==> src/hw/rtl/fracc_pkg.sv <==
// ----------------------------------------------------------------------------
// fracc_pkg: shared types and constants of the fraction accumulator
// Widths, operation and error codes, controller states, and the command and
// status words that join the controller to the datapath.
// ----------------------------------------------------------------------------
package fracc_pkg;

	localparam int ACC_WIDTH     = 32;
	localparam int OPERAND_WIDTH = 16;

	// magnitude width of the accumulator (sign kept apart)
	localparam int MAG_W  = ACC_WIDTH - 1;
	localparam int OPD_W  = OPERAND_WIDTH - 1;
	localparam int PROD_W = MAG_W + OPERAND_WIDTH;
	localparam int RES_NUM_W = 32;
	localparam int RES_DEN_W = 31;

	localparam logic [MAG_W-1:0] MAG_LIMIT = {MAG_W{1'b1}};

	typedef enum logic [1:0] {
		OP_MUL = 2'd0,
		OP_ADD = 2'd1,
		OP_SUB = 2'd2,
		OP_DIV = 2'd3
	} op_t;

	typedef enum logic [1:0] {
		ERR_NONE     = 2'd0,
		ERR_DIVZERO  = 2'd1,
		ERR_OVERFLOW = 2'd2
	} err_t;

	typedef enum logic [3:0] {
		S_IDLE,
		S_DISPATCH,
		S_MUL1,
		S_MUL2,
		S_MUL3,
		S_COMMIT,
		S_CHECK_LAST,
		S_GCD_TEST,
		S_GCD_WAIT,
		S_NUM_WAIT,
		S_DEN_WAIT,
		S_EMIT,
		S_EMIT_ERR
	} ctrl_state_t;

	typedef enum logic [3:0] {
		CMD_NOP,
		CMD_CAPTURE,
		CMD_LOAD_FIRST,
		CMD_MUL1,
		CMD_MUL2,
		CMD_MUL3,
		CMD_COMMIT,
		CMD_GCD_INIT,
		CMD_GCD_START,
		CMD_GCD_STEP,
		CMD_NUM_START,
		CMD_DEN_START,
		CMD_FINISH,
		CMD_EMIT_ERR
	} dp_cmd_t;

	typedef struct packed {
		logic first;
		logic last;
		logic err;
		logic divz;
		logic addsub;
		logic gb_zero;
		logic div_done;
		logic out_full;
	} dp_status_t;

endpackage

==> src/hw/rtl/fraction_accumulator_reduce.sv <==
// ----------------------------------------------------------------------------
// fraction_accumulator_reduce: rational accumulator with gcd reduction
// Combines fraction operands into an accumulated fraction and emits the
// reduced fraction on a word marked last.
// ----------------------------------------------------------------------------
//
//  channel | handshake                 | payload
//  --------+---------------------------+-----------------------------------
//  item    | item_valid / item_ready   | operation numerator denominator
//          |                           | first last
//  result  | result_valid/result_ready | result_numerator result_denominator
//          |                           | error_code
//
// A first word is loaded as it stands; multiply or divide forms the MUL1 and
// MUL2 products, add or subtract also MUL3, all paced by the single shared
// multiplier, one product per cycle. A last word adds the gcd loop on the
// bit-serial divider: the Euclid steps, then the final test, the two reducing
// divisions and the write-back.
// Reset clears the accumulator to 0/1 and the sticky error at once.
// The result register holds one word; a new result waits until it is taken,
// while the next item word is accepted as soon as the previous one is done.
//
module fraction_accumulator_reduce import fracc_pkg::*; (
	input  logic                            clk,
	input  logic                            arst_n,
	input  logic                            item_valid,
	output logic                            item_ready,
	input  logic [1:0]                      operation,
	input  logic signed [OPERAND_WIDTH-1:0] numerator,
	input  logic [OPD_W-1:0]                denominator,
	input  logic                            first,
	input  logic                            last,
	output logic                            result_valid,
	input  logic                            result_ready,
	output logic signed [RES_NUM_W-1:0]     result_numerator,
	output logic [RES_DEN_W-1:0]            result_denominator,
	output logic [1:0]                      error_code
);

	dp_cmd_t    cmd;
	dp_status_t status;

	fracc_ctrl u_ctrl (
		.clk        (clk),
		.arst_n     (arst_n),
		.item_valid (item_valid),
		.item_ready (item_ready),
		.status     (status),
		.cmd        (cmd)
	);

	fracc_dp u_dp (
		.clk                (clk),
		.arst_n             (arst_n),
		.cmd                (cmd),
		.status             (status),
		.operation          (operation),
		.numerator          (numerator),
		.denominator        (denominator),
		.first              (first),
		.last               (last),
		.result_valid       (result_valid),
		.result_ready       (result_ready),
		.result_numerator   (result_numerator),
		.result_denominator (result_denominator),
		.error_code         (error_code)
	);

endmodule

==> src/hw/rtl/fracc_div.sv <==
// ----------------------------------------------------------------------------
// fracc_div: restoring divider
// Unsigned quotient and remainder, one quotient bit per cycle.
// ----------------------------------------------------------------------------
module fracc_div import fracc_pkg::*; (
	input  logic             clk,
	input  logic             arst_n,
	input  logic             start,
	input  logic [MAG_W-1:0] dividend,
	input  logic [MAG_W-1:0] divisor,
	output logic             busy,
	output logic             done,
	output logic [MAG_W-1:0] quotient,
	output logic [MAG_W-1:0] remainder
);

	localparam int CNT_W = $clog2(MAG_W);

	logic             busy_q;
	logic             done_q;
	logic [CNT_W-1:0] cnt_q;
	logic [MAG_W-1:0] dvd_q;
	logic [MAG_W-1:0] dvs_q;
	logic [MAG_W-1:0] rem_q;

	logic [MAG_W:0] trial;
	logic [MAG_W:0] diff;
	logic           ge;

	// trial subtract of the shifted partial remainder
	always_comb begin
		trial = {rem_q, dvd_q[MAG_W-1]};
		diff  = trial - {1'b0, dvs_q};
		ge    = trial >= {1'b0, dvs_q};
	end

	// control: busy while shifting, done held until the next start
	always_ff @(posedge clk or negedge arst_n) begin
		if (!arst_n) begin
			busy_q <= 1'b0;
			done_q <= 1'b0;
			cnt_q  <= '0;
		end else if (start) begin
			busy_q <= 1'b1;
			done_q <= 1'b0;
			cnt_q  <= '0;
		end else if (busy_q) begin
			cnt_q <= cnt_q + 1'b1;
			if (cnt_q == CNT_W'(MAG_W - 1)) begin
				busy_q <= 1'b0;
				done_q <= 1'b1;
			end
		end
	end

	// shift the quotient in, keep the partial remainder
	always_ff @(posedge clk) begin
		if (start) begin
			dvd_q <= dividend;
			dvs_q <= divisor;
			rem_q <= '0;
		end else if (busy_q) begin
			dvd_q <= {dvd_q[MAG_W-2:0], ge};
			rem_q <= ge ? diff[MAG_W-1:0] : trial[MAG_W-1:0];
		end
	end

	assign busy      = busy_q;
	assign done      = done_q;
	assign quotient  = dvd_q;
	assign remainder = rem_q;

endmodule

==> src/hw/rtl/fracc_dp.sv <==
// ----------------------------------------------------------------------------
// fracc_dp: fraction accumulator datapath
// Operand capture, shared multiplier, sign-magnitude combine, gcd registers
// with the shared divider, accumulator and the output word register.
// ----------------------------------------------------------------------------
module fracc_dp import fracc_pkg::*; (
	input  logic                        clk,
	input  logic                        arst_n,
	input  dp_cmd_t                     cmd,
	output dp_status_t                  status,
	input  logic [1:0]                  operation,
	input  logic signed [OPERAND_WIDTH-1:0] numerator,
	input  logic [OPD_W-1:0]            denominator,
	input  logic                        first,
	input  logic                        last,
	output logic                        result_valid,
	input  logic                        result_ready,
	output logic signed [RES_NUM_W-1:0] result_numerator,
	output logic [RES_DEN_W-1:0]        result_denominator,
	output logic [1:0]                  error_code
);

	// operand word
	op_t                      op_q;
	logic [OPERAND_WIDTH-1:0] on_q;
	logic                     on_neg_q;
	logic [OPD_W-1:0]         od_q;
	logic                     first_q;
	logic                     last_q;

	// accumulator, sign-magnitude
	logic [MAG_W-1:0] acc_mag_q;
	logic             acc_neg_q;
	logic [MAG_W-1:0] acc_den_q;
	err_t             err_q;

	// products and gcd work registers
	logic [MAG_W-1:0] t1_q, t2_q, t3_q;
	logic             ovf_q;
	logic [MAG_W-1:0] ga_q, gb_q, qn_q;

	logic                        out_valid_q;
	logic signed [RES_NUM_W-1:0] out_num_q;
	logic [RES_DEN_W-1:0]        out_den_q;
	err_t                        out_err_q;

	logic                     cap_neg;
	logic [OPERAND_WIDTH-1:0] cap_mag;
	logic [OPERAND_WIDTH-1:0] od_ext;
	logic [MAG_W-1:0]         mul_a;
	logic [OPERAND_WIDTH-1:0] mul_b;
	logic [PROD_W-1:0]        prod;
	logic                     prod_ovf;
	logic                     divz;
	logic                     addsub;
	logic                     sa, sb, sum_s;
	logic [MAG_W:0]           sum_m;
	logic                     sum_neg;
	logic                     sum_ovf;
	logic                     first_ovf;

	logic             div_start;
	logic [MAG_W-1:0] div_dvd;
	logic [MAG_W-1:0] div_dvs;
	logic             div_busy;
	logic             div_done;
	logic [MAG_W-1:0] div_quo;
	logic [MAG_W-1:0] div_rem;

	logic [MAG_W-1:0]            fin_mag;
	logic                        fin_neg;
	logic signed [ACC_WIDTH-1:0] fin_num;

	// split the incoming numerator into sign and magnitude
	always_comb begin
		cap_neg = numerator[OPERAND_WIDTH-1];
		cap_mag = cap_neg ? (~numerator + 1'b1) : numerator;
	end

	// pick multiplier operands by step
	always_comb begin
		od_ext = OPERAND_WIDTH'(od_q);
		mul_a  = acc_den_q;
		mul_b  = od_ext;
		case (cmd)
			CMD_MUL1: begin
				mul_a = acc_mag_q;
				mul_b = (op_q == OP_MUL) ? on_q : od_ext;
			end
			CMD_MUL2: begin
				mul_a = acc_den_q;
				mul_b = (op_q == OP_MUL) ? od_ext : on_q;
			end
			default: begin
				mul_a = acc_den_q;
				mul_b = od_ext;
			end
		endcase
		prod     = PROD_W'(mul_a) * PROD_W'(mul_b);
		prod_ovf = |prod[PROD_W-1:MAG_W];
	end

	// signed add of the cross products
	always_comb begin
		divz   = (od_q == '0) || ((op_q == OP_DIV) && (on_q == '0));
		addsub = (op_q == OP_ADD) || (op_q == OP_SUB);
		sa     = acc_neg_q;
		sb     = on_neg_q ^ (op_q == OP_SUB);
		if (sa == sb) begin
			sum_m = {1'b0, t1_q} + {1'b0, t2_q};
			sum_s = sa;
		end else if (t1_q >= t2_q) begin
			sum_m = {1'b0, t1_q} - {1'b0, t2_q};
			sum_s = sa;
		end else begin
			sum_m = {1'b0, t2_q} - {1'b0, t1_q};
			sum_s = sb;
		end
		sum_ovf   = sum_m[MAG_W];
		sum_neg   = sum_s && (sum_m != '0);
		first_ovf = (PROD_W'(on_q) > PROD_W'(MAG_LIMIT))
			|| (PROD_W'(od_q) > PROD_W'(MAG_LIMIT));
	end

	// route the divider by command
	always_comb begin
		div_start = 1'b0;
		div_dvd   = ga_q;
		div_dvs   = gb_q;
		case (cmd)
			CMD_GCD_START: begin
				div_start = 1'b1;
			end
			CMD_NUM_START: begin
				div_start = 1'b1;
				div_dvd   = acc_mag_q;
				div_dvs   = ga_q;
			end
			CMD_DEN_START: begin
				div_start = 1'b1;
				div_dvd   = acc_den_q;
				div_dvs   = ga_q;
			end
			default: begin
				div_start = 1'b0;
			end
		endcase
	end

	fracc_div u_div (
		.clk       (clk),
		.arst_n    (arst_n),
		.start     (div_start),
		.dividend  (div_dvd),
		.divisor   (div_dvs),
		.busy      (div_busy),
		.done      (div_done),
		.quotient  (div_quo),
		.remainder (div_rem)
	);

	// reduced fraction for write-back and output
	always_comb begin
		fin_mag = qn_q;
		fin_neg = acc_neg_q && (qn_q != '0);
		fin_num = fin_neg ? -signed'({1'b0, fin_mag}) : signed'({1'b0, fin_mag});
	end

	// hold the operand word
	always_ff @(posedge clk) begin
		if (cmd == CMD_CAPTURE) begin
			op_q     <= op_t'(operation);
			on_q     <= cap_mag;
			on_neg_q <= cap_neg;
			od_q     <= denominator;
			first_q  <= first;
			last_q   <= last;
		end
	end

	// products and gcd work registers
	always_ff @(posedge clk) begin
		case (cmd)
			CMD_MUL1: t1_q <= prod[MAG_W-1:0];
			CMD_MUL2: t2_q <= prod[MAG_W-1:0];
			CMD_MUL3: t3_q <= prod[MAG_W-1:0];
			CMD_GCD_INIT: begin
				ga_q <= acc_den_q;
				gb_q <= acc_mag_q;
			end
			CMD_GCD_STEP: begin
				ga_q <= gb_q;
				gb_q <= div_rem;
			end
			CMD_DEN_START: qn_q <= div_quo;
			default: ;
		endcase
	end

	// overflow of any product of the item
	always_ff @(posedge clk or negedge arst_n) begin
		if (!arst_n) begin
			ovf_q <= 1'b0;
		end else if (cmd == CMD_CAPTURE) begin
			ovf_q <= 1'b0;
		end else if (cmd == CMD_MUL1 || cmd == CMD_MUL2 || cmd == CMD_MUL3) begin
			ovf_q <= ovf_q | prod_ovf;
		end
	end

	// accumulator and sticky error
	always_ff @(posedge clk or negedge arst_n) begin
		if (!arst_n) begin
			acc_mag_q <= '0;
			acc_neg_q <= 1'b0;
			acc_den_q <= MAG_W'(1);
			err_q     <= ERR_NONE;
		end else begin
			case (cmd)
				CMD_LOAD_FIRST: begin
					if (od_q == '0) begin
						err_q <= ERR_DIVZERO;
					end else if (first_ovf) begin
						err_q <= ERR_OVERFLOW;
					end else begin
						err_q     <= ERR_NONE;
						acc_mag_q <= MAG_W'(on_q);
						acc_neg_q <= on_neg_q && (on_q != '0);
						acc_den_q <= MAG_W'(od_q);
					end
				end
				CMD_COMMIT: begin
					if (divz) begin
						err_q <= ERR_DIVZERO;
					end else if (ovf_q) begin
						err_q <= ERR_OVERFLOW;
					end else if (addsub) begin
						if (sum_ovf) begin
							err_q <= ERR_OVERFLOW;
						end else begin
							acc_mag_q <= sum_m[MAG_W-1:0];
							acc_neg_q <= sum_neg;
							acc_den_q <= t3_q;
						end
					end else begin
						acc_mag_q <= t1_q;
						acc_neg_q <= (acc_neg_q != on_neg_q) && (t1_q != '0);
						acc_den_q <= t2_q;
					end
				end
				CMD_FINISH: begin
					acc_mag_q <= fin_mag;
					acc_neg_q <= fin_neg;
					acc_den_q <= div_quo;
				end
				default: ;
			endcase
		end
	end

	// output word valid
	always_ff @(posedge clk or negedge arst_n) begin
		if (!arst_n) begin
			out_valid_q <= 1'b0;
		end else if (cmd == CMD_FINISH || cmd == CMD_EMIT_ERR) begin
			out_valid_q <= 1'b1;
		end else if (result_ready) begin
			out_valid_q <= 1'b0;
		end
	end

	// output word data
	always_ff @(posedge clk) begin
		if (cmd == CMD_FINISH) begin
			out_num_q <= RES_NUM_W'(fin_num);
			out_den_q <= RES_DEN_W'(div_quo);
			out_err_q <= ERR_NONE;
		end else if (cmd == CMD_EMIT_ERR) begin
			out_num_q <= '0;
			out_den_q <= RES_DEN_W'(1);
			out_err_q <= err_q;
		end
	end

	assign result_valid       = out_valid_q;
	assign result_numerator   = out_num_q;
	assign result_denominator = out_den_q;
	assign error_code         = out_err_q;

	always_comb begin
		status.first    = first_q;
		status.last     = last_q;
		status.err      = (err_q != ERR_NONE);
		status.divz     = divz;
		status.addsub   = addsub;
		status.gb_zero  = (gb_q == '0);
		status.div_done = div_done;
		status.out_full = out_valid_q;
	end

`ifndef SYNTHESIS
	a_den_nonzero: assert property (@(posedge clk) disable iff (!arst_n)
		acc_den_q != '0)
		else $error("accumulated denominator is zero");

	a_neg_has_mag: assert property (@(posedge clk) disable iff (!arst_n)
		acc_neg_q |-> (acc_mag_q != '0))
		else $error("negative sign on a zero numerator");

	a_div_idle_start: assert property (@(posedge clk) disable iff (!arst_n)
		div_start |-> !div_busy)
		else $error("divider started while busy");

	a_emit_empty: assert property (@(posedge clk) disable iff (!arst_n)
		(cmd == CMD_FINISH || cmd == CMD_EMIT_ERR) |-> !out_valid_q)
		else $error("result word overwritten before taken");
`endif

endmodule

==> src/hw/rtl/fracc_ctrl.sv <==
// ----------------------------------------------------------------------------
// fracc_ctrl: fraction accumulator controller
// Sequences capture, multiplies, commit, gcd loop, the two reducing
// divisions and the emit of the result word.
// ----------------------------------------------------------------------------
module fracc_ctrl import fracc_pkg::*; (
	input  logic       clk,
	input  logic       arst_n,
	input  logic       item_valid,
	output logic       item_ready,
	input  dp_status_t status,
	output dp_cmd_t    cmd
);

	ctrl_state_t state_q;
	ctrl_state_t state_d;

	// advance state
	always_ff @(posedge clk or negedge arst_n) begin
		if (!arst_n) begin
			state_q <= S_IDLE;
		end else begin
			state_q <= state_d;
		end
	end

	// next state
	always_comb begin
		state_d = state_q;
		unique case (state_q)
			S_IDLE: begin
				if (item_valid) state_d = S_DISPATCH;
			end
			S_DISPATCH: begin
				if (status.first || status.err) state_d = S_CHECK_LAST;
				else if (status.divz)           state_d = S_COMMIT;
				else                            state_d = S_MUL1;
			end
			S_MUL1: state_d = S_MUL2;
			S_MUL2: state_d = status.addsub ? S_MUL3 : S_COMMIT;
			S_MUL3: state_d = S_COMMIT;
			S_COMMIT: state_d = S_CHECK_LAST;
			S_CHECK_LAST: begin
				if (!status.last)    state_d = S_IDLE;
				else if (status.err) state_d = S_EMIT_ERR;
				else                 state_d = S_GCD_TEST;
			end
			S_GCD_TEST: state_d = status.gb_zero ? S_NUM_WAIT : S_GCD_WAIT;
			S_GCD_WAIT: begin
				if (status.div_done) state_d = S_GCD_TEST;
			end
			S_NUM_WAIT: begin
				if (status.div_done) state_d = S_DEN_WAIT;
			end
			S_DEN_WAIT: begin
				if (status.div_done) state_d = S_EMIT;
			end
			S_EMIT: begin
				if (!status.out_full) state_d = S_IDLE;
			end
			S_EMIT_ERR: begin
				if (!status.out_full) state_d = S_IDLE;
			end
			default: state_d = S_IDLE;
		endcase
	end

	// commands
	always_comb begin
		cmd        = CMD_NOP;
		item_ready = 1'b0;
		unique case (state_q)
			S_IDLE: begin
				item_ready = 1'b1;
				if (item_valid) cmd = CMD_CAPTURE;
			end
			S_DISPATCH: begin
				if (status.first) cmd = CMD_LOAD_FIRST;
			end
			S_MUL1:   cmd = CMD_MUL1;
			S_MUL2:   cmd = CMD_MUL2;
			S_MUL3:   cmd = CMD_MUL3;
			S_COMMIT: cmd = CMD_COMMIT;
			S_CHECK_LAST: begin
				if (status.last && !status.err) cmd = CMD_GCD_INIT;
			end
			S_GCD_TEST: cmd = status.gb_zero ? CMD_NUM_START : CMD_GCD_START;
			S_GCD_WAIT: begin
				if (status.div_done) cmd = CMD_GCD_STEP;
			end
			S_NUM_WAIT: begin
				if (status.div_done) cmd = CMD_DEN_START;
			end
			S_DEN_WAIT: cmd = CMD_NOP;
			S_EMIT: begin
				if (!status.out_full) cmd = CMD_FINISH;
			end
			S_EMIT_ERR: begin
				if (!status.out_full) cmd = CMD_EMIT_ERR;
			end
			default: cmd = CMD_NOP;
		endcase
	end

`ifndef SYNTHESIS
	a_capture_idle: assert property (@(posedge clk) disable iff (!arst_n)
		(cmd == CMD_CAPTURE) |=> (state_q == S_DISPATCH))
		else $error("capture did not lead to dispatch");

	a_finish_after_div: assert property (@(posedge clk) disable iff (!arst_n)
		(cmd == CMD_FINISH) |-> status.div_done)
		else $error("finish before the denominator division completed");

	a_ready_no_work: assert property (@(posedge clk) disable iff (!arst_n)
		item_ready |-> (cmd == CMD_NOP || cmd == CMD_CAPTURE))
		else $error("ready raised while a command is in progress");
`endif

endmodule

==> config.mk <==
export PLATFORM = sky130hd
export DESIGN_NAME = fraction_accumulator_reduce
export DESIGN_NICKNAME = d
export VERILOG_FILES = /design/src/hw/rtl/fracc_pkg.sv /design/src/hw/rtl/fraction_accumulator_reduce.sv /design/src/hw/rtl/fracc_div.sv /design/src/hw/rtl/fracc_dp.sv /design/src/hw/rtl/fracc_ctrl.sv
export SDC_FILE = /design/constraint.sdc
export NUM_CORES = 2
export LEC_CHECK = 0
export CAP_MARGIN = 20
export CELL_PAD_IN_SITES_DETAIL_PLACEMENT = 0
export CELL_PAD_IN_SITES_GLOBAL_PLACEMENT = 1
export CORE_MARGIN = 5
export CORE_UTILIZATION = 50
export CTS_BUF_LIST = sky130_fd_sc_hd__clkbuf_16
export DETAILED_ROUTE_END_ITERATION = 6
export DONT_BUFFER_PORTS = 1
export PLACE_DENSITY = 0.84
export RECOVER_POWER = 25
export REMOVE_ABC_BUFFERS = 1
export SYNTH_ARGS = -nofsm -noshare
export SYNTH_HDL_FRONTEND = slang
export SYNTH_SLANG_ARGS = --single-unit
==> constraint.sdc <==
create_clock -name clk -period 13.85 [get_ports clk]
set_input_delay 2.0775 -clock clk [delete_from_list [all_inputs] [get_ports clk]]
set_output_delay 2.0775 -clock clk [all_outputs]
set_load 0.02 [all_outputs]
# ---- After elaboration in Yosys (flattened, before gate mapping)
# Index checks and enable logic that the tools add are counted.
dict set report op_classes {
  n_addsub 7
  multipliers 1
  order_cmp 2
  n_eq_ne 42
  n_mux 80
  bitwise 3
  reduce_logical 39
}
# cell n
set ops {}
lappend ops {{$mux 31} 17}
lappend ops {{$pmux 31 s2} 3}
lappend ops {{$pmux 31 s3} 2}
lappend ops {{$mux 32} 5}
lappend ops {{$pmux 4 s12} 2}
lappend ops {{$sub 31x31->32} 2}
lappend ops {{$reduce_bool 31->1} 2}
lappend ops {{$mux 4} 12}
lappend ops {{$mul 31x16->47} 1}
lappend ops {{$eq 4x4->1 const B} 11}
lappend ops {{$add 31x31->32} 1}
lappend ops {{$eq 4x3->1 const B} 8}
lappend ops {{$ge 32x31->1} 1}
lappend ops {{$mux 16} 2}
lappend ops {{$neg 31->32} 1}
lappend ops {{$pmux 16 s2} 1}
lappend ops {{$reduce_bool 32->1} 1}
lappend ops {{$ge 31x31->1} 1}
lappend ops {{$logic_not 31->1} 1}
lappend ops {{$sub 31x31->31} 1}
lappend ops {{$mux 1} 23}
lappend ops {{$add 16x1->16 const B} 1}
lappend ops {{$eq 4x2->1 const B} 4}
lappend ops {{$logic_not 16->1} 1}
lappend ops {{35 further kinds} 70}
dict set report word_totals {
  reg_bits 458
  input_bits 39
  out_inout_bits 67
}

# ---- Depth between registers and ports, before layout
dict set report depth {
  depth_word 12
  mapped_depth 34
}

# ---- By module
# A second synthesis with hierarchy kept.
dict set report hier_totals {
  cells_unflattened 4708
  area_unflattened_um2 43704.4
}
# mod instances cells_each area_per_inst_um2 seq_area_each_um2
set modules_own_cells {}
lappend modules_own_cells {fracc_dp 1 4046 37181.9 10276.1}
lappend modules_own_cells {fracc_div 1 589 5982.0 2657.5}
lappend modules_own_cells {fracc_ctrl 1 73 540.5 100.1}

# ---- Least setup slack after synthesis
# Ideal clock, no wire load.
dict set report synth_path {
  path_type {reg2reg}
  start {reg u_ctrl.state_q[1]}
  end {reg u_dp.ovf_q}
  setup_time_ps 123
  arrival_time_ps 10420
  path_slack_ps 3307
  path_stages_with_launch 31
  synth_period_minus_slack_ps 10543
  path_cell_list {dfrtp_1 clkbuf_1 nand2_1 nor3_1 mux2i_1 clkbuf_1 mux2i_1 clkbuf_1 nor2_1 fa_1 inv_1 fa_1 fa_1 inv_1 fa_1 fa_1 fa_1 ha_1 clkbuf_1 and4_1 and4_1 a31oi_1 a21oi_1 o2111a_1 o31a_1 o21ai_1 nand2_1 a311o_1 nor4_1 o2111ai_1 o221a_2}
}
dict set report synth_via {
  elab_chain_len 9
}
# element line_no
set synth_lines {}
lappend synth_lines {{start, declared} fracc_ctrl.sv:15} ;# ctrl_state_t state_q;
lappend synth_lines {{start signal, assigned} fracc_ctrl.sv:23} ;# state_q <= state_d;
lappend synth_lines {{$eq 4x4->1, or another cell as far along} fracc_ctrl.sv:72} ;# unique case (state_q)
lappend synth_lines {{$pmux 4 s12 *} fracc_ctrl.sv:72}
lappend synth_lines {{$eq 4x3->1 / $eq 4x2->1 (equally long branches)} {fracc_dp.sv:85, fracc_dp.sv:206}}
lappend synth_lines {{$pmux 16 s2 / $mux 31 (equally long branches)} fracc_dp.sv:85} ;# case (cmd)
lappend synth_lines {{$mul 31x16->47} fracc_dp.sv:99} ;# prod = PROD_W'(mul_a) * PROD_W'(mul_b);
lappend synth_lines {{$reduce_or 16->1} fracc_dp.sv:100} ;# prod_ovf = |prod[PROD_W-1:MAG_W];
lappend synth_lines {{$or 1x1->1} fracc_dp.sv:207} ;# ovf_q <= ovf_q | prod_ovf;
lappend synth_lines {{$mux 1} fracc_dp.sv:206} ;# end else if (cmd == CMD_MUL1 || cmd == CMD_MUL2 || cmd == CMD_MUL3) begin
lappend synth_lines {{$mux 1} fracc_dp.sv:204} ;# end else if (cmd == CMD_CAPTURE) begin
lappend synth_lines {{end signal, assigned} fracc_dp.sv:207}
lappend synth_lines {{end, declared} fracc_dp.sv:39} ;# logic ovf_q;
# Every way passes the cells marked *; elsewhere a longest branch is shown, timed or not. The select of a mux whose other input is x is not followed.
# A chain may end at the register's enable or synchronous reset.

# ---- Worst setup path after layout
# Ends and elaborated chain as after synthesis.

==> impl_metrics.json <==
{
  "rows": 107,
  "fin_skew_ns": 0.0599,
  "dp_cells": 5554,
  "die_area_um2": 91100,
  "synth_compound_area_share_pct": 13.1,
  "r2r-end": "u_dp.ovf_q",
  "dr.pass1.iters": 6,
  "synth.area.mux_share_pct": 5.01,
  "fin_area_um2": 45400,
  "tightest_slew_ns": 3.64,
  "synthCells": 4567,
  "fin_crit_sh_pct": 80.4,
  "hpwl_mm": 112,
  "critPathBufInv": 4,
  "grt_pass1_wl_mm": 212,
  "drt-initial-drc-count": 3464,
  "wl_mm": 142,
  "ys.flop_type": "edfxtp_1",
  "synth.distinct_cells": 89,
  "cp_top_family": "adder cells",
  "postSynth.asyncResetShare_pct": 17.0,
  "slew_violations": 230,
  "fill_cells": 7809,
  "vdd_drop_max_mv": 0.105,
  "initial_core_util_pct": 50.2,
  "p_leak_uw": 0.0194,
  "post_drt_wl_per_cell_um": 25.2,
  "syn_area_um2": 42600,
  "multi_input_area_um2": 26800,
  "clockBufferDepth": 3,
  "grt_pass1_vias": 34000,
  "via_per_inst": 6.08,
  "path_clk_slew_ns": 0.06,
  "yosys.area.top_type": "edfxtp_1",
  "io_pins": 106,
  "p_per_area_nw_per_um2": 61.9,
  "gp_congestion": 1.02,
  "cp-start-kind": "flip-flop",
  "finalWorstSetupSlack_ns": 2.72,
  "crit_path_frequent_cell": "fa_1",
  "rrSetupSlack_ns": 2.72,
  "synth.ff_latch_count": 458,
  "clkSinkCount": 458,
  "dieWidth_um": 302,
  "synth-simple-area-share_pct": 15.5,
  "status": "finished, violations left",
  "critPathKind": "flip-flop to flip-flop",
  "cp_max_fo": 41,
  "drtAntennaViolNets": 0,
  "hold_buffers": 0,
  "post_cts_buffers": 0,
  "synth_fa_ha_area_share_pct": 26.5,
  "worstHoldStart": "u_dp.u_div.quotient[12]",
  "setup_viol": 0,
  "tritoncts": "done",
  "max_stage_delay_ns": 1.72,
  "cts_resized": 0,
  "power_uw": 2810,
  "hold_class": "flip-flop to flip-flop",
  "final_hold_viol_count": 0,
  "cts_inserted_buffers": 50,
  "instances_no_fill": 5650,
  "synth_top_family_by_area": "adder cells",
  "synth_edf_count": 347,
  "core_um2": 84900,
  "finalCriticalPeriod_ns": 11.13,
  "fin_nets": 5161,
  "crit_slowest_cell": "clkbuf_1",
  "hold_end": "u_dp.fin_mag[12]",
  "chipHeight_um": 302,
  "rsz0062_at_grt": "false",
  "cp_data_arrival_time_ns": 11.63,
  "required_ns": 14.35,
  "endpoint_kind": "flip-flop",
  "yosysTopAreaCellShare_pct": 24.5,
  "reg2reg_depth": 27,
  "max_freq_mhz": 89.8,
  "grt_overflow": 0,
  "synth_seq_area_share_pct": 30.6,
  "pre_cts_slack_ns": 4.12,
  "clk_latency_ns": 0.65,
  "violations": "max-capacitance violations, max-slew violations",
  "placed_cell_area_um2": 43800,
  "htree_levels": 2,
  "root_buffer": "clkbuf_16",
  "drive_gt1_share_pct": 6.86,
  "area_delta_synth_final_pct": 6.59,
  "syn_avg_cell_area_um2": 9.32,
  "max-cap-violations": 5,
  "vias": 34400,
  "hold_depth": 0,
  "post-route-drc-count": 0,
  "yosys_warnings": 0,
  "grt_use_total_pct": 30.9,
  "seqCellArea_um2": 13000,
  "tns_ns": 0,
  "max-slew-margin-rel_pct": -142,
  "antenna_found_initial": 3,
  "synth_area_leaders": "edfxtp_1 24%, fa_1 19%, ha_1 7.3%",
  "reg2reg_from": "u_ctrl.state_q[1]",
  "numPortBuffers": 0,
  "grt_max_degree": 84,
  "synth-xor-area-share_pct": 2.53
}
==> cells by family after synthesis <==
kind of cell,after synthesis
adder cells (fa/ha/maj),658
flip-flops,458
XOR/XNOR,123
AO/OA/AOI/OAI,867
AND/OR/NAND/NOR,1513
buffers and inverters,749
multiplexers,199
==> synth_stat cells (48+ instances only) <==
library cell and n:
nor2_1 587, nand2_1 546, inv_1 532, fa_1 408, edfxtp_1 347, a21oi_1 281
ha_1 250, clkbuf_1 169, o21ai_0 143, mux2_2 110, mux2i_1 87, dfrtp_1 77
xnor2_1 72, a211oi_1 67, a31oi_1 62, nor3_1 56, xor2_1 51, nand3_1 49
a21o_1 48
==> how the worst max path moves through the flow <==
stage                            startpoint         end  slack, ns  depth (start not counted)
after global placement    u_ctrl.state_q[0]  u_dp.ovf_q       4.24                         27
after floorplan           u_ctrl.state_q[0]  u_dp.ovf_q      -6.67                         28
after detailed placement  u_ctrl.state_q[0]  u_dp.ovf_q       4.12                         28
final                     u_ctrl.state_q[1]  u_dp.ovf_q       2.72                         27
after global routing      u_ctrl.state_q[1]  u_dp.ovf_q       2.21                         30
after CTS                 u_ctrl.state_q[0]  u_dp.ovf_q       4.10                         28
==> stage by stage <==
stage          utilization [%]  hold slack, ns
3_3_place_gp              51.5           0.460
5_1_grt                   53.5           0.498
2_1_floorplan                -           0.442
3_5_place_dp              51.6           0.471
6_report                  53.5           0.495
4_1_cts                   53.5           0.490
==> final cells by class <==
cell class | instances | area share (%)
timing repair buffer | 62 | 0.992
sequential | 458 | 28.7
clock buffer | 50 | 2.76
clock inverter | 43 | 0.852
tap | 1144 | 3.15
multi-input combinational | 3360 | 59.1
antenna | 1 | 0.00551
inverter | 532 | 4.40
==> layer usage <==
metal | part of all wire, % | vias to the layer above | GRT usage, %
met5 | 0 | - | 0
met3 | 11 | 324 | 7.92
li1 | - | 15300 | -
met4 | 4.6 | 0 | 11.5
met2 | 45 | 1791 | 48.0
met1 | 40 | 17000 | 42.0
==> where the power goes <==
group,switching [uW],total (uW),internal [uW]
Combinational,2.86,6.62,3.75
Sequential,0.0000000000000460,1460,1460
Clock,602,1340,740
Total,605,2810,2210
==> registers in the layout, indices dropped and copies added (netlist names), 31 cells and up <==
register and flops:
u_dp.acc_den_q 31, u_dp.acc_mag_q 31, u_dp.fin_mag 31, u_dp.ga_q 31, u_dp.gb_q 31, u_dp.result_denominator 31, u_dp.result_numerator 32, u_dp.t1_q 31
u_dp.t2_q 31, u_dp.t3_q 31, u_dp.u_div.dvs_q 31, u_dp.u_div.quotient 31, u_dp.u_div.remainder 31
==> placed cells by master, fill, tap and decap left out, types with 12 or more instances in the layout <==
cell type	count
nor2_1	580
inv_1	543
or2_2	25
nor2b_1	22
and2_1	29
nor3_1	55
a211oi_1	67
a211o_1	12
dfrtp_1	76
a22oi_1	35
edfxtp_1	347
nand4_1	33
mux2_2	110
nor4_1	47
nand3_1	49
o211ai_1	23
xnor2_1	71
a31oi_1	62
a221oi_1	34
buf_4	58
o21a_1	25
o31ai_1	24
and3_1	13
a2111oi_0	16
or3_1	32
nand2_1	546
a21o_1	48
o21bai_1	20
fa_1	408
dfxtp_1	33
nand2b_1	23
mux2i_1	76
xor2_1	50
ha_1	249
clkbuf_16	50
a21oi_1	280
o21ai_0	142
(Power assumes the default switching activity.)
